`src/hdl/m4vt_pkg.sv`:
```
// ----------------------------------------------------------------------------
// m4vt_pkg
// Shared types and constants for the 4x4 fixed-point matrix-vector transform.
// ----------------------------------------------------------------------------
package m4vt_pkg;

    localparam logic CMD_WRITE = 1'b0;
    localparam logic CMD_XFORM = 1'b1;

    localparam int VEC_LEN     = 4;
    localparam int WORD_W      = 32;
    localparam int QUEUE_DEPTH = 4;
    localparam int QPTR_W      = $clog2(QUEUE_DEPTH);
    localparam int QCNT_W      = $clog2(QUEUE_DEPTH + 1);

    typedef struct packed {
        logic                                 xform;
        logic [1:0]                           column;
        logic [1:0]                           row;
        logic [WORD_W-1:0]                    value;
        logic [VEC_LEN-1:0][WORD_W-1:0]       vec;
    } t_item;

endpackage

```
`src/hdl/m4vt_queue.sv`:
```
// ----------------------------------------------------------------------------
// m4vt_queue
// Short FIFO between the input stage and the datapath.
// ----------------------------------------------------------------------------
module m4vt_queue (
    input  logic            i_clk,
    input  logic            i_rst_n,
    input  logic            i_push,
    input  m4vt_pkg::t_item i_item,
    output logic            o_full,
    output logic            o_valid,
    input  logic            i_pop,
    output m4vt_pkg::t_item o_item
);

    m4vt_pkg::t_item                    r_mem [m4vt_pkg::QUEUE_DEPTH];
    logic [m4vt_pkg::QPTR_W-1:0]        r_wptr;
    logic [m4vt_pkg::QPTR_W-1:0]        r_rptr;
    logic [m4vt_pkg::QCNT_W-1:0]        r_count;
    logic [m4vt_pkg::QCNT_W-1:0]        n_count;
    logic                               do_pop;

    assign o_full  = (r_count == m4vt_pkg::QCNT_W'(m4vt_pkg::QUEUE_DEPTH));
    assign o_valid = (r_count != '0);
    assign o_item  = r_mem[r_rptr];
    assign do_pop  = i_pop && o_valid;

    always_comb begin
        n_count = r_count;
        if (i_push && !do_pop) begin
            n_count = r_count + 1'b1;
        end else if (do_pop && !i_push) begin
            n_count = r_count - 1'b1;
        end
    end

    always_ff @(posedge i_clk) begin
        if (!i_rst_n) begin
            r_wptr  <= '0;
            r_rptr  <= '0;
            r_count <= '0;
        end else begin
            r_count <= n_count;
            if (i_push) begin
                r_wptr <= r_wptr + 1'b1;
            end
            if (do_pop) begin
                r_rptr <= r_rptr + 1'b1;
            end
        end
    end

    always_ff @(posedge i_clk) begin
        if (i_push) begin
            r_mem[r_wptr] <= i_item;
        end
    end

endmodule

```
`config.mk`:
```
export PLATFORM = sky130hd
export DESIGN_NAME = m4vt_queue
export DESIGN_NICKNAME = d
export VERILOG_FILES = /design/src/hdl/m4vt_pkg.sv /design/src/hdl/m4vt_queue.sv
export SDC_FILE = /design/constraint.sdc
export NUM_CORES = 1
export LEC_CHECK = 0
export ABC_AREA = 1
export BUFFER_PORTS_ARGS = -buffer_cell sky130_fd_sc_hd__buf_2
export CELL_PAD_IN_SITES_DETAIL_PLACEMENT = 0
export CELL_PAD_IN_SITES_GLOBAL_PLACEMENT = 1
export CORE_ASPECT_RATIO = 1.1
export CORE_MARGIN = 1
export CORE_UTILIZATION = 51
export CTS_CLUSTER_DIAMETER = 200
export DETAILED_ROUTE_END_ITERATION = 10
export GPL_TIMING_DRIVEN = 0
export PLACE_DENSITY_LB_ADDON = 0.1
export SLEW_MARGIN = 20
export SYNTH_ARGS = -nofsm -noshare
export SYNTH_HDL_FRONTEND = slang
export SYNTH_SLANG_ARGS = --single-unit
```
`constraint.sdc`:
```
create_clock -name i_clk -period 7.2 [get_ports i_clk]
set_clock_uncertainty 0.1 [all_clocks]
set_input_delay 1.08 -clock i_clk [delete_from_list [all_inputs] [get_ports i_clk]]
set_output_delay 1.08 -clock i_clk [all_outputs]
set_load 0.02 [all_outputs]
```
==> Word-level counts from Yosys, hierarchy flattened <==
Memories as Yosys holds them, arrays and structs flattened. A register that Yosys moved wholly into a read port is not among the register bits.
Index checks and enable logic that the tools add are counted.
{ "classes": {"n_addsub": 4, "n_eq_ne": 1, "muxes": 6, "n_reduce_logical": 7} }
{ "op_table": {"columns": ["cell", "count"], "rows": [
  ["$mux 3", 2],
  ["$add 2x1->2 const B", 2],
  ["$mux 2", 2],
  ["$add 3x1->3 const B", 1],
  ["$eq 3x3->1 const B", 1],
  ["$logic_and 1x1->1", 3],
  ["$reduce_bool 3->1", 1],
  ["$sub 3x1->3 const B", 1],
  ["$logic_not 1->1", 2],
  ["$mux 1", 2],
  ["$reduce_bool 2->1", 1]
]} }
{ "word_totals": {"regBits": 7, "mem_bits_rw": 660, "out_inout_bits": 167, "word_cells": 22, "memories": 1} }
{ "mem_list": {"columns": ["memory", "words", "word_bits", "read_ports", "rd_clocked_by_memory_dff", "wr", "line", "text"], "rows": [
  ["r_mem", 4, 165, 1, 1, 1, "m4vt_queue.sv:16", "m4vt_pkg::t_item r_mem [m4vt_pkg::QUEUE_DEPTH];"]
]} }

==> Logic depth before layout (Yosys ltp) <==
{ "logic_depth": {"ltp_word": 5, "ltp_mapped": 12, "ltp_nobuf": 12} }

==> Worst setup path after synthesis <==
Ideal clock, no wire load.
{ "synth_path": {"path_type": "input port to flip-flop", "from": "input i_push", "to": "memory r_mem[0][0] in the netlist's numbering (enable)", "setup_time_ps": 517, "t_arrival_ps": 4285, "t_required_ps": 6583, "path_slack_ps": 2297, "cell_stages": 2, "cell_sequence": "nand2_1 > inv_1"} }
{ "synth_between": {"elab_chain_len": 2} }
{ "synth_lines": {"columns": ["element", "line", "text"], "rows": [
  ["start, declared", "m4vt_queue.sv:8", "input logic i_push,"],
  ["$mux 1", "m4vt_queue.sv:54", "if (i_push) begin"],
  ["$mux 1 (implied by the code)", "m4vt_queue.sv:55", "r_mem[r_wptr] <= i_item;"],
  ["end, declared", "m4vt_queue.sv:16", null]
]} }
Every way passes these cells.

==> flow_metrics.py <==
metrics = {
    "clocking": {
        "cts_hold_buf": 0,
        "h-tree-depth": 3,
        "cts_buffer_depth": 3,
        "postCtsSetupRepairBufs": 0,
        "cts.reportedPaths.clkPinSlew_ns": 0.06,
        "post_cts_resized": 0,
        "cts_inserted_buffers": 68,
        "tritoncts": "yes",
        "cts.sinks": 669,
        "worst_skew_pair.late_latency_ns": 0.58,
        "cts-root-buf": "clkbuf_16",
    },
    "placed_design": {
        "dpl.hpwl_mm": 36.6,
        "pre_cts_slack_ns": 4.15,
        "globalplace.congestion": 0.769,
        "dp_cells": 2646,
        "io_buffers": 335,
    },
    "floorplan": {
        "io_pins": 336,
        "die_h_um": 234,
        "die_area_sq_um": 49800,
        "initial_utilization": 0.519,
        "die_x_um": 213,
        "core-area_sq_um": 48000,
        "row_count": 84,
    },
    "hold_path": {
        "hp-class": "reg -> reg",
        "holdPathStages": 2,
        "min_to": "r_rptr[0]$_SDFFE_PN0P_",
        "min_from": "r_rptr[0]$_SDFFE_PN0P_",
    },
    "synthesis": {
        "netlist_area_sq_um": 24900,
        "yosysWarnings": 0,
        "synth_xor_area_frac": 0.000351,
        "synthMuxAreaShare": 0,
        "synthAdderAreaFrac": 0.00331,
        "syn_nets": 1834,
        "ys_seq_elements": 669,
        "yosysSeqAreaShare": 0.802,
        "postSynthAreaPerCell_sq_um": 15.0,
        "synth_top_family_by_area": "compound AO/OA/AOI/OAI gates",
        "syn_inst": 1659,
        "synthSimpleGateAreaFrac": 0.0536,
        "synthDistinctLibCells": 20,
        "synth_compound_area_frac": 0.109,
    },
    "routing": {
        "initialDrtViolationCount": 1086,
        "ant_nets": 0,
        "via_per_inst": 5.50,
        "vias": 15300,
        "post_drt_wl_per_cell_um": 21.7,
        "drt-total-wl_mm": 60.1,
        "drcViolationCount": 0,
        "drtPass1Iterations": 7,
    },
    "final_layout": {
        "areaGrowthSynthToFinish_pct": 19.8,
        "nFillCells": 3711,
        "finalNonFillerCells": 2774,
        "utilization": 0.622,
        "drive_above_1_share": 0.233,
        "design.final.nets": 2246,
    },
    "global_route": {
        "met3_usage": 0.0660,
        "track_usage": 0.240,
        "use_met2": 0.394,
        "antenna_found_initial": 17,
        "grt_max_degree": 85,
        "top_usage_layer": "met2",
        "met1_usage": 0.309,
        "grt_overflow_total": 0,
        "grt_pass1_wl_mm": 87.8,
        "grt_pass1_vias": 15000,
    },
    "critical_path": {
        "worst-path-buf-inv": 4,
        "cp_data_arrival_time_ns": 2.49,
        "crit_chain": "inv_1 -> buf_2 -> clkbuf_1 -> o21ai_0 -> o22ai_1 -> buf_2",
        "path_class": "reg -> out",
        "worst_path_max_delay_cell": "clkbuf_1",
        "endpoint_kind": "output port",
        "path_max_fanout": 10,
        "cp.required_ns": 6.02,
        "rr_startpoint": "r_wptr[1]$_SDFFE_PN0P_",
        "cp_top_family": "buffers and inverters",
        "cp_common_cell": "buf_2",
        "startpoint_type": "register",
        "reg2reg_to": "r_mem[1][78]$_DFFE_PP_",
        "max_stage_delay_ns": 0.44,
        "rr_worst_depth": 6,
        "reg2reg_slack_ns": 4.90,
    },
    "timing": {
        "max_slew_margin": 0.490,
        "finalCriticalPeriod_ns": 3.67,
        "final_max_slew_viol_count": 0,
        "rsz0062_at_grt": "false",
        "fin_crit_sh": 0.509,
        "layout_setup_ws_ns": 3.53,
        "hold_viol": 0,
        "setup-violations-final": 0,
        "worstMarginPinSlew_ns": 0.764,
        "finalSetupTns_ns": 0,
        "max_freq_mhz": 273,
    },
    "status": {
        "outcome": "finished, final reports clean",
    },
    "power_and_ir_drop": {
        "power_density_nw_per_um2": 357,
        "peakVddDrop_uv": 224,
        "p_leak_nw": 10.5,
        "fin_total_pwr_mw": 10.7,
    },
    "job": {
        "maxCapViolations": 0,
    },
}
worst min-delay path, delay by kind of cell (launching register included):
kind	cells	cell delay, ns
flip-flops	1	0.32
AO/OA/AOI/OAI	1	0.06
AND/OR/NAND/NOR	1	0.09
final cells by class:
class | instances | area, sq um | area share
well taps | 645 | 807 | 0.0270
clock buffers | 86 | 1890 | 0.0631
multi-input cells | 865 | 4150 | 0.139
plain buffers | 109 | 713 | 0.0239
diodes | 6 | 15.0 | 0.000503
flip-flops and latches | 669 | 20000 | 0.669
inverters | 16 | 97.6 | 0.00327
repair buffers | 342 | 1870 | 0.0626
clock inverters | 36 | 339 | 0.0113
cell usage after synthesis:
cell type,count,area share
fa_1,1,0.00080
o21ai_0,266,0.053
inv_1,15,0.0023
buf_4,1,0.00030
buf_8,3,0.0018
o22ai_1,165,0.041
a21oi_1,5,0.0010
nor3_1,1,0.00020
ha_1,5,0.0025
buf_6,33,0.015
inv_8,1,0.00045
clkbuf_1,57,0.0086
buf_2,15,0.0030
o21ai_1,67,0.013
edfxtp_1,660,0.79
nand2_1,15,0.0023
dfxtp_1,9,0.0072
nor2_1,336,0.051
xor2_1,1,0.00035
nand3_1,3,0.00060
registers in the layout (all words and copies together) (netlist names), named ones only:
signal   count
r_mem      660
r_count      3
r_rptr       2
r_wptr       2
cell families (layout without fill, tap and decap cells):
| logic type | count (synthesis) | in the layout |
|---|---|---|
| compound gates | 503 | 503 |
| xor+xnor | 1 | 1 |
| fa+ha+maj | 6 | 6 |
| buf+inv | 125 | 589 |
| flops | 669 | 669 |
| other cells | 0 | 6 |
| simple gates | 355 | 355 |
placed cells by master (no fill, tap or decap), drive strengths merged, types with 3 or more instances in the layout:
| cell type | count |
|---|---|
| o21ai | 333 |
| dfxtp | 9 |
| o22ai | 165 |
| bufinv | 7 |
| ha | 5 |
| inv | 16 |
| a21oi | 5 |
| diode | 6 |
| nor2 | 336 |
| edfxtp | 660 |
| nand2 | 15 |
| buf | 394 |
| clkinv | 28 |
| clkbuf | 143 |
| nand3 | 3 |
through the flow:
stage	area [sq um]	hold WS, ns
after floorplan	24900	0.365
after global placement	27400	0.390
after detailed placement	27600	0.406
after CTS	29900	0.415
after global routing	29900	0.453
final	29900	0.420
worst max path at each step:
| stage | cells after the start | slack [ns] | start | end |
|---|---|---|---|---|
| floorplan | 2 | 2.30 | i_push | r_mem[0][0]$_DFFE_PP_ |
| global placement | 3 | -0.69 | i_push | r_mem[3][78]$_DFFE_PP_ |
| detailed placement | 5 | 4.15 | register | o_item[22] |
| CTS | 6 | 3.51 | register | o_item[22] |
| global route | 6 | 3.40 | register | o_item[13] |
| finish | 6 | 3.53 | register | o_item[13] |
power breakdown:
part           internal [mW]  switching (mW)
Sequential              4.46          0.0418
Combinational          0.800            1.88
Clock                   2.10            1.39
Total                   7.36            3.31
routing by layer:
layer	part of all wire	vias up
li1	-	7124
met1	0.41	7583
met2	0.49	437
met3	0.076	97
met4	0.021	24
met5	0.0026	-
(Power assumes the default switching activity.)
