<file path="config.mk">
export PLATFORM = sky130hd
export DESIGN_NAME = m4vt_front
export DESIGN_NICKNAME = d
export VERILOG_FILES = /design/src/hdl/m4vt_pkg.sv /design/src/hdl/m4vt_front.sv
export SDC_FILE = /design/constraint.sdc
export NUM_CORES = 1
export LEC_CHECK = 0
export BUFFER_PORTS_ARGS = -buffer_cell sky130_fd_sc_hd__buf_2
export CELL_PAD_IN_SITES_DETAIL_PLACEMENT = 1
export CELL_PAD_IN_SITES_GLOBAL_PLACEMENT = 1
export CORE_MARGIN = 10
export CORE_UTILIZATION = 34
export CTS_BUF_LIST = sky130_fd_sc_hd__clkbuf_4 sky130_fd_sc_hd__clkbuf_8
export DETAILED_ROUTE_END_ITERATION = 8
export PLACE_DENSITY_LB_ADDON = 0.25
export SYNTH_ARGS = -nofsm -noshare
export SYNTH_HDL_FRONTEND = slang
export SYNTH_SLANG_ARGS = --single-unit
</file>
<file path="constraint.sdc">
create_clock -name i_clk -period 13.35 [get_ports i_clk]
set_input_delay 2.67 -clock i_clk [delete_from_list [all_inputs] [get_ports i_clk]]
set_output_delay 2.67 -clock i_clk [all_outputs]
set_load 0.01 [all_outputs]
</file>
<file path="src/hdl/m4vt_pkg.sv">
// ----------------------------------------------------------------------------
// m4vt_pkg
// Shared types and constants for the 4x4 fixed-point matrix-vector transform.
// ----------------------------------------------------------------------------
package m4vt_pkg;

    localparam logic CMD_WRITE = 1'b0;
    localparam logic CMD_XFORM = 1'b1;

    localparam int VEC_LEN     = 4;
    localparam int WORD_W      = 32;
    localparam int QUEUE_DEPTH = 4;
    localparam int QPTR_W      = $clog2(QUEUE_DEPTH);
    localparam int QCNT_W      = $clog2(QUEUE_DEPTH + 1);

    typedef struct packed {
        logic                                 xform;
        logic [1:0]                           column;
        logic [1:0]                           row;
        logic [WORD_W-1:0]                    value;
        logic [VEC_LEN-1:0][WORD_W-1:0]       vec;
    } t_item;

endpackage

</file>
<file path="src/hdl/m4vt_front.sv">
// ----------------------------------------------------------------------------
// m4vt_front
// Input stage: registers transactions, drops out-of-range element writes.
// ----------------------------------------------------------------------------
module m4vt_front #(
    parameter int DIM = 4
) (
    input  logic                i_clk,
    input  logic                i_rst_n,
    input  logic                i_valid,
    output logic                o_stall,
    input  logic                i_command,
    input  logic [1:0]          i_column,
    input  logic [1:0]          i_row,
    input  logic signed [31:0]  i_element_value,
    input  logic signed [31:0]  i_vec_x,
    input  logic signed [31:0]  i_vec_y,
    input  logic signed [31:0]  i_vec_z,
    input  logic signed [31:0]  i_vec_w,
    input  logic                i_full,
    output logic                o_push,
    output m4vt_pkg::t_item     o_item
);

    logic            r_valid;
    m4vt_pkg::t_item r_item;
    m4vt_pkg::t_item n_item;
    logic            keep;

    always_comb begin
        keep = (i_command == m4vt_pkg::CMD_XFORM) ||
               ((int'(i_column) < DIM) && (int'(i_row) < DIM));
        n_item.xform  = (i_command == m4vt_pkg::CMD_XFORM);
        n_item.column = i_column;
        n_item.row    = i_row;
        n_item.value  = i_element_value;
        n_item.vec[0] = i_vec_x;
        n_item.vec[1] = i_vec_y;
        n_item.vec[2] = i_vec_z;
        n_item.vec[3] = i_vec_w;
    end

    assign o_stall = r_valid && i_full;
    assign o_push  = r_valid && !i_full;
    assign o_item  = r_item;

    always_ff @(posedge i_clk) begin
        if (!i_rst_n) begin
            r_valid <= 1'b0;
        end else if (!o_stall) begin
            r_valid <= i_valid && keep;
        end
    end

    always_ff @(posedge i_clk) begin
        if (!o_stall && i_valid) begin
            r_item <= n_item;
        end
    end

endmodule

</file>
# Word-level counts from Yosys, hierarchy flattened
# Cells that the tools add are included.
[classes]
n_reduce_logical = 5
[op_table]
columns = ["cell", "count"]
rows = [
  ["1-bit logical AND", 3],
  ["1-bit zero test", 2],
]
[word_totals]
regBits = 166
input_bits = 169
output_inout_bits = 167
elab_cells = 14

# Depth between registers and ports, before layout
# Gate-level depths: netlist (run 1).
[depth]
word_depth = 3
mapped_depth = 2
mapped_depth_nobuf = 2

# Worst setup path before layout (run 1)
# OpenSTA, ideal clock, no wires.
[synth_path]
kind = "input-to-reg"
startpoint = "in i_full"
endpoint = "reg r_item (netlist bit o_item[0]) (enable)"
setup_time_ns = 0.711
t_arrival_ns = 10.109
required_ns = 12.639
setup_slack_ns = 2.530
path_stages = 2
n_path_buf = 0
cell_sequence = "and2_4 -> nor2b_1"
[synth_via]
elab_chain_len = 3
[synth_lines]
columns = ["item", "line_no", "text"]
rows = [
  ["start, declared", "m4vt_front.sv:20", "input logic i_full,"],
  ["1-bit logical AND", "m4vt_front.sv:43", "assign o_stall = r_valid && i_full;"],
  ["1-bit zero test", "m4vt_front.sv:56", "if (!o_stall && i_valid) begin"],
  ["1-bit logical AND", "m4vt_front.sv:56", ""],
  ["end signal, assigned", "m4vt_front.sv:57", "r_item <= n_item;"],
  ["end, declared", "m4vt_front.sv:26", "m4vt_pkg::t_item r_item;"],
]
# Every way passes these cells.
# A chain may end at the register's enable or synchronous reset.

# Worst setup path in the final report (run 1)
[layout_path]
startpoint = "in i_full"
endpoint = "out o_push"
[layout_via]
elab_chain_len = 2
[layout_lines]
columns = ["item", "line_no", "text"]
rows = [
  ["1-bit zero test", "m4vt_front.sv:44", "assign o_push = r_valid && !i_full;"],
  ["1-bit logical AND", "m4vt_front.sv:44", ""],
  ["end, declared", "m4vt_front.sv:21", "output logic o_push,"],
]
# Every way passes these cells.

==> results_dict.tcl, run 1 <==
set metrics [dict create \
    status "completed" \
    synth.cell_area_um2 5005 \
    fin_tns_setup_ns 0 \
    cts.sinks 166 \
    cts_resized 0 \
    place_inst 691 \
    startpoint_type "input pin" \
    vdd_drop_max_v 0.00007382 \
    syn_nets 339 \
    hold_ws_ns 0.6173 \
    clk_path_buf_depth 2 \
    layout.cells.non_filler 726 \
    place_congestion 0.7633 \
    rsz0062_at_grt "no" \
    grt_first_pass_wirelength_mm 23.20 \
    numCtsBuffers 17 \
    antenna_found_initial 3 \
    synth_top_family_by_area "simple AND/OR/NAND/NOR gates" \
    synthMuxAreaShare_pct 0 \
    dpl-instance-area_um2 6934 \
    fin_crit_sh_pct 43.06 \
    die_w_um 141.3 \
    syn2layout_area_growth_pct 47.25 \
    vias 3139 \
    htreeDepth 4 \
    hp-class "reg -> reg" \
    seq_area_frac_synth_pct 99.40 \
    io_buffers 335 \
    first_pass_iters 4 \
    gr-usage-all-layers_pct 16.00 \
    period_needed_ns 5.748 \
    finalPower_uw 1088 \
    start_util_pct 34.57 \
    power.leakage_uw 0.003166 \
    hold_viol 0 \
    fin_nets 695 \
    synth_seq_cells 166 \
    insertion_delay_ns 0.44 \
    finalInstanceArea_um2 7370 \
    overflow 0 \
    drc_errors 0 \
    multiInputGateArea_um2 37.54 \
    cp_max_fo 2 \
    max-cap-violations 0 \
    postSynthAreaPerCell_um2 29.44 \
    clock_skew_ns 0.007642 \
    rows 44 \
    max_clock_freq_ghz 0.1740 \
    cts_hold_buf 0 \
    fillers 1496 \
    final_cell_mix "335 x buf_2, 165 x edfxtp_1, 17 x clkbuf_8" \
    register_area_um2 4975 \
    slew_violations 0 \
    cp-end-kind "output port" \
    cts_setup_buffers 0 \
    synth-simple-area-share_pct 0.4500 \
    cts.root.buffer_cell "clkbuf_8" \
    avgRoutedWirePerCell_um 23.18 \
    io_pins 336 \
    slew_headroom_pct 26.73 \
    worstSetupPathType "in -> out" \
    synth-warning-count 0 \
    required_ns 10.68 \
    drtIter0Drc 163 \
    antenna_left 0 \
    synthCells 170 \
    drive_gt1_share_pct 68.65 \
    vias_per_cell 4.324 \
    synthXorXnorAreaFrac_pct 0 \
    dieHeight_um 141.3 \
    synth_compound_area_share_pct 0.1500 \
    power_density_nw_per_um2 147.6 \
    layout_commonest_cell "buf_2" \
    synth_fa_ha_area_share_pct 0 \
    grt_max_degree 88 \
    yosysUniqueCellTypes 6 \
    path_clk_slew_ns 0.08 \
    cts_tree "yes" \
    finalWirelength_mm 16.83 \
    cp.arrival_ns 3.08 \
    setup_viol 0 \
    grt_pass1_vias 3454 \
    worst_slew_pin_slew_ns 1.099 \
    die_area_um2 19970 \
    fp.coreArea_um2 14480 \
]
registers in the layout, summed over array words and instances (netlist names):
signal / flops
o_item: 165
r_valid: 1
Yosys cell counts:
cell | number | area share (%)
edfxtp_1 | 165 | 99
and2_4 | 1 | 0.18
and2b_1 | 1 | 0.15
dfxtp_1 | 1 | 0.40
nor2b_1 | 1 | 0.13
o21a_1 | 1 | 0.15
power by group:
group	internal, uW	switching [uW]
Clock	207	177
Combinational	36.7	50.6
Sequential	610	7.41
logic make-up after synthesis:
family	after synthesis
compound gates	1
flops	166
simple gates	3
worst max-delay path, cell delays in order:
cell and delay (ns):
buf_2 0.10, and2b_1 0.18, buf_2 0.12
per-layer routing:
layer	vias to the layer above	wire, um	GRT usage [%]	part of all wire (%)
met3	15	2140	8.545	13
met2	194	8948	28.41	53
met1	1522	5536	15.93	33
met4	4	178	4.130	1.1
li1	1404	-	-	-
met5	-	27	0	0.16
through the flow:
| stage | util [%] | worst slack, ns |
|---|---|---|
| 6_report | 50.90 | 7.602 |
| 5_1_grt | 50.85 | 7.579 |
| 4_1_cts | 50.85 | 7.597 |
| 3_5_place_dp | 47.89 | 7.601 |
| 3_3_place_gp | 47.89 | 7.602 |
| 2_1_floorplan | - | 2.530 |
path summary, 6_finish.rpt:
kind / from / endpoint / slack (ns) / cells past startpoint
setup reg to reg: r_valid / o_item[89] / 11.51 / 3
setup / recovery: i_full / o_push / 7.60 / 3
hold / removal: r_valid / r_valid / 0.62 / 2
hold reg to reg: r_valid / r_valid / 0.62 / 2
cell type report:
cell class                      count  area share (%)
Antenna cell                        3          0.1019
Sequential cell                   166           67.50
Tap cell                          184           3.124
Clock inverter                     13           2.428
Clock buffer                       19           3.379
Multi-Input combinational cell      4          0.5093
Timing Repair Buffer              337           22.95
(Power assumes the default switching activity.)
==> run 2, diff against run 1 <==
Settings changed: ABC_AREA set to 1.
Clock period 13.35 ns to 5.9 ns, I/O delays scaled along.
==> run 2 against run 1 <==
  * Clock-buffer cell count fell by 1
  * Sequential share of layout area increased by 0.29 points
  * Sequential power increased by 130%
  * Critical path depth increased by 1
  * Non-clock buffer count rose by 1
  * Final cell count is 0.28% higher
  * Routed wire length down 2.2%
==> results_dict.tcl, run 2 <==
set metrics [dict create \
    die_w_um 141.4 \
    seq_area_frac_synth_pct 99.25 \
    place_congestion 0.7820 \
    post-place-ws_ns 3.051 \
    io_buffers 335 \
    cp.arrival_ns 1.58 \
    critPathLaunch "i_full" \
    overflow 0 \
    largest_reg_flops 165 \
    htreeDepth 4 \
    fin_crit_sh_pct 46.70 \
    holdPathStages 2 \
    worstPathCellList "buf_2, nand2_2, inv_2, buf_2" \
    dieHeight_um 141.4 \
    hpwl_mm 13.50 \
    antenna_left 0 \
    clock_skew_ns 0.006459 \
    slew_violations 0 \
    max_clock_freq_ghz 0.3630 \
    rows 44 \
    crit_slowest_cell "buf_2" \
    fin_nets 700 \
    vias_per_cell 4.338 \
    pwr-share-clk_pct 32.7 \
    setup_viol 0 \
    required_ns 4.72 \
    vdd_drop_max_v 0.0001428 \
    p_sw_share_pct 22.43 \
    seqPwrFrac_pct 58.8 \
    power_density_nw_per_um2 322.9 \
    synthArstFlopShare_pct 0 \
    fillers 1505 \
    cp_top_family "buffers and inverters" \
    cts.root.buffer_cell "clkbuf_8" \
    synthFlopType "edfxtp_1" \
    yosys.area.top_type_share_pct 98.85 \
    synth.area.top_cells "edfxtp_1 99%, dfxtp_1 0.40%, inv_1 0.22%, a21oi_2 0.17%, nor2_1 0.15%" \
    finalWirelength_mm 16.47 \
    num_antenna_cells 0 \
    fp.coreArea_um2 14480 \
    cp-end-kind "output port" \
    synth_common_cells "165 x edfxtp_1, 3 x inv_1, 2 x nor2_1" \
    r2r_slack_ns 4.05 \
    cts_hold_buf 0 \
    power.leakage_uw 0.003158 \
    die_area_um2 20000 \
    avgRoutedWirePerCell_um 22.62 \
    drtIter0Drc 120 \
    synth_top_cell_by_area "edfxtp_1" \
    cts_setup_buffers 0 \
    gr-usage-all-layers_pct 15.88 \
    fin_util_pct 50.68 \
    clk_path_buf_depth 2 \
    hold_end "r_valid" \
    cp_max_fo 2 \
    grt_pass1_vias 3598 \
    layout.cells.non_filler 728 \
    synth_seq_cells 166 \
    postSynthAreaPerCell_um2 28.81 \
    synth_edf_count 165 \
    fin_tns_setup_ns 0 \
    syn_nets 343 \
    syn2layout_area_growth_pct 46.41 \
    io_pins 336 \
    switchingPower_uw 531.6 \
    synth-warning-count 0 \
    grt_first_pass_wirelength_mm 23.34 \
    cp_slowest_stage_delay_ns 0.14 \
    path_buf_inv 3 \
    intPower_uw 1838 \
    critical_path.most_common_cell "buf_2" \
    start_util_pct 34.62 \
    period_needed_ns 2.755 \
    insertion_delay_ns 0.45 \
    rsz0062_at_grt "no" \
    yosysUniqueCellTypes 7 \
    status "completed" \
    max-cap-violations 0 \
    antenna_found_initial 0 \
    worst_slew_pin_slew_ns 0.6246 \
    first_pass_iters 5 \
    cts_tree "yes" \
    hp-start "r_valid" \
    synth.cell_area_um2 5012 \
    startpoint_type "input pin" \
    final_cell_mix "335 x buf_2, 165 x edfxtp_1, 17 x clkbuf_8" \
    r2r-start "r_valid" \
    grt_max_degree 65 \
    r2r_end "o_item[101]" \
    hp-class "reg -> reg" \
    drive_gt1_share_pct 68.20 \
    reg2regPathDepth 4 \
    combPwrFrac_pct 8.5 \
    hold_viol 0 \
    slew_headroom_pct 58.36 \
    place_inst 696 \
    synthCells 174 \
    numCtsBuffers 17 \
    layout_commonest_cell "buf_2" \
    worst_slack_ns 3.145 \
    vias 3158 \
    cts_resized 0 \
    synth.most_common_cell "edfxtp_1" \
    cts.sinks 166 \
    worstSetupPathType "in -> out" \
    drc_errors 0 \
    path_clk_slew_ns 0.08 \
]
[run 2: cell type report]
class / instances / area (um2) / area share (%)
sequential: 166 / 4975 / 67.79
clock inverter: 14 / 135.1 / 1.841
multi-input combinational: 4 / 30.03 / 0.4092
tap: 184 / 230.2 / 3.137
timing repair buffer: 338 / 1712 / 23.32
clock buffer: 18 / 241.5 / 3.291
inverter: 4 / 15.01 / 0.2046
[run 2: kinds of logic (layout without fill, tap and decap cells)]
logic type / count (synthesis) / in the layout / share of synthesized area [%]
buf+inv: 4 / 374 / 0.2995
simple gates: 3 / 3 / 0.2747
compound gates: 1 / 1 / 0.1748
flops: 166 / 166 / 99.25
[run 2: power by group through the flow]
stage | sequential (uW) | combinational [uW] | clock [uW]
3_3_place_gp | 1420 | 202 | 0
2_1_floorplan | 1460 | 22.7 | 0
5_1_grt | 1400 | 219 | 853
3_5_place_dp | 1420 | 207 | 0
4_1_cts | 1400 | 208 | 804
6_report | 1390 | 201 | 774
[run 2: layer usage]
layer	up-vias	global-route usage [%]	share of wire, %
li1	1415	-	-
met1	1488	15.76	35
met2	232	25.82	49
met3	23	10.38	14
met4	0	6.509	2.0
met5	-	0	0
[run 2: through the flow]
step           total power (uW)  instance area, um2  hold WS, ns
2_1_floorplan              1487                5020       0.4566
3_3_place_gp               1621                6962       0.4681
3_5_place_dp               1630                6962       0.4912
4_1_cts                    2408                7338       0.5035
5_1_grt                    2474                7338       0.5156
6_report                   2369                7338       0.5051
[run 2: tightest hold or removal path, stage by stage, from the launching register on]
cell and delay [ns]:
dfxtp_1 0.33, nand2_2 0.09, a21oi_2 0.05
[run 2: worst max-delay path by stage]
stage	endpoint	slack, ns	depth (start not counted)
2_1_floorplan	o_item[0]	1.74	3
3_3_place_gp	o_item[117]	3.11	5
3_5_place_dp	o_item[52]	3.05	5
4_1_cts	o_stall	3.15	4
5_1_grt	o_push	3.13	3
6_report	o_stall	3.14	4
==> run 3, diff against run 2 <==
Clock period 5.9 ns to 2.84 ns, I/O delays scaled along.
==> run 3 against run 2 <==
  * Clock power up 95%
  * Critical path depth decreased by 1
  * Final cell count increased by 1.1%
  * Via count up 0.70%
  * Non-clock buffer count rose by 6
  * Clock-buffer cell count is 3 higher
  * Critical path type is now reg -> out
  * Largest cell class unchanged
  * Largest power group unchanged
==> results_dict.tcl, run 3 (synthesis results as in run 2) <==
set metrics [dict create \
    antenna_found_initial 4 \
    worstSetupPathType "reg -> out" \
    io_buffers 335 \
    gr-usage-all-layers_pct 16.32 \
    multiInputGateArea_um2 43.79 \
    hp-start "i_vec_y[10]" \
    cts_tree "yes" \
    slew_violations 0 \
    clk_path_buf_depth 2 \
    finalPower_uw 4847 \
    r2r_slack_ns 1.19 \
    fin_nets 706 \
    clock_skew_ns 0.006089 \
    final_cell_mix "335 x buf_2, 165 x edfxtp_1, 17 x clkbuf_8" \
    fillers 1489 \
    insertion_delay_ns 0.44 \
    reg2regPathDepth 4 \
    startpoint_type "register" \
    cts.sinks 166 \
    period_needed_ns 1.738 \
    layout_commonest_cell "buf_2" \
    rows 44 \
    overflow 0 \
    setup_viol 0 \
    hold_end "o_item[42]" \
    hold_viol 0 \
    worstPathCellList "inv_1, nor2_1, buf_2" \
    power_density_nw_per_um2 654.6 \
    status "completed" \
    vias 3180 \
    avgRoutedWirePerCell_um 22.97 \
    cp-end-kind "output port" \
    path_clk_slew_ns 0.08 \
    grt_first_pass_wirelength_mm 23.60 \
    cp.arrival_ns 1.17 \
    die_w_um 141.4 \
    fin_crit_sh_pct 61.19 \
    dpl-instance-area_um2 7051 \
    cts_resized 0 \
    register_area_um2 4975 \
    drive_gt1_share_pct 68.85 \
    antenna_left 0 \
    r2r-start "r_valid" \
    rsz0062_at_grt "no" \
    fin_util_pct 51.14 \
    cp_max_fo 2 \
    cts.root.buffer_cell "clkbuf_8" \
    r2r_end "o_item[94]" \
    finalWirelength_mm 16.91 \
    max-cap-violations 0 \
    grt_pass1_vias 3543 \
    crit_slowest_cell "dfxtp_1" \
    first_pass_iters 4 \
    place_congestion 0.7309 \
    syn2layout_area_growth_pct 47.73 \
    worst_slew_pin_slew_ns 0.5847 \
    grt_max_degree 49 \
    vdd_drop_max_v 0.0003665 \
    hpwl_mm 14.16 \
    htreeDepth 4 \
    die_area_um2 20000 \
    holdPathStages 1 \
    drtIter0Drc 122 \
    power.leakage_uw 0.003193 \
    vias_per_cell 4.321 \
    cts_hold_buf 0 \
    finalInstanceArea_um2 7405 \
    cts_setup_buffers 0 \
    max_clock_freq_ghz 0.5754 \
    start_util_pct 34.62 \
    drc_errors 0 \
    numCtsBuffers 17 \
    largest_reg_flops 165 \
    cp_slowest_stage_delay_ns 0.46 \
    hp-class "in -> reg" \
    fp.coreArea_um2 14480 \
    dieHeight_um 141.4 \
    slew_headroom_pct 60.93 \
    required_ns 2.27 \
    io_pins 336 \
]
==> run 3: metrics by stage <==
step	cells	setup TNS (ns)	hold WS [ns]	worst slack, ns
3_5_place_dp	702	0	0.5536	0.8121
6_report	736	0	0.2943	1.102
5_1_grt	734	0	0.2508	1.016
4_1_cts	733	0	0.2585	1.052
3_3_place_gp	702	0	0.5202	0.8407
2_1_floorplan	174	-113.33	0.5130	-0.6868
==> run 3: how the worst max path moves through the flow <==
stage | startpoint | end | slack (ns) | depth (start not counted)
2_1_floorplan | i_full | o_item[0] | -0.69 | 3
3_3_place_gp | i_full | o_item[145] | 0.84 | 5
3_5_place_dp | i_full | o_item[108] | 0.81 | 5
4_1_cts | r_valid | o_push | 1.05 | 3
5_1_grt | r_valid | o_push | 1.02 | 3
6_report | r_valid | o_push | 1.10 | 3
==> run 3: layout make-up <==
| class | count | share of cell area, % |
|---|---|---|
| multi-input combinational | 4 | 0.5914 |
| clock inverter | 10 | 1.115 |
| inverter | 4 | 0.2704 |
| tap | 184 | 3.109 |
| timing repair buffer | 344 | 24.06 |
| sequential | 166 | 67.18 |
| antenna | 3 | 0.1014 |
| clock buffer | 21 | 3.565 |
==> run 3: worst max-delay path: cells and delay by family (launching register included) <==
family                 cells  cell delay (ns)
buffers and inverters      2             0.19
AND/OR/NAND/NOR            1             0.08
flip-flops                 1             0.46
==> run 3: metal layers <==
layer | part of all wire, % | GRT usage, % | up-vias
met3 | 15 | 11.18 | 22
met5 | 0.077 | 0 | -
met4 | 1.9 | 6.509 | 2
met1 | 34 | 16.17 | 1501
met2 | 49 | 26.26 | 226
li1 | - | - | 1429
==> run 3: power breakdown <==
| part | switching [uW] | internal (uW) |
|---|---|---|
| clock network | 795 | 717 |
| registers | 37.3 | 2860 |
| logic | 246 | 188 |
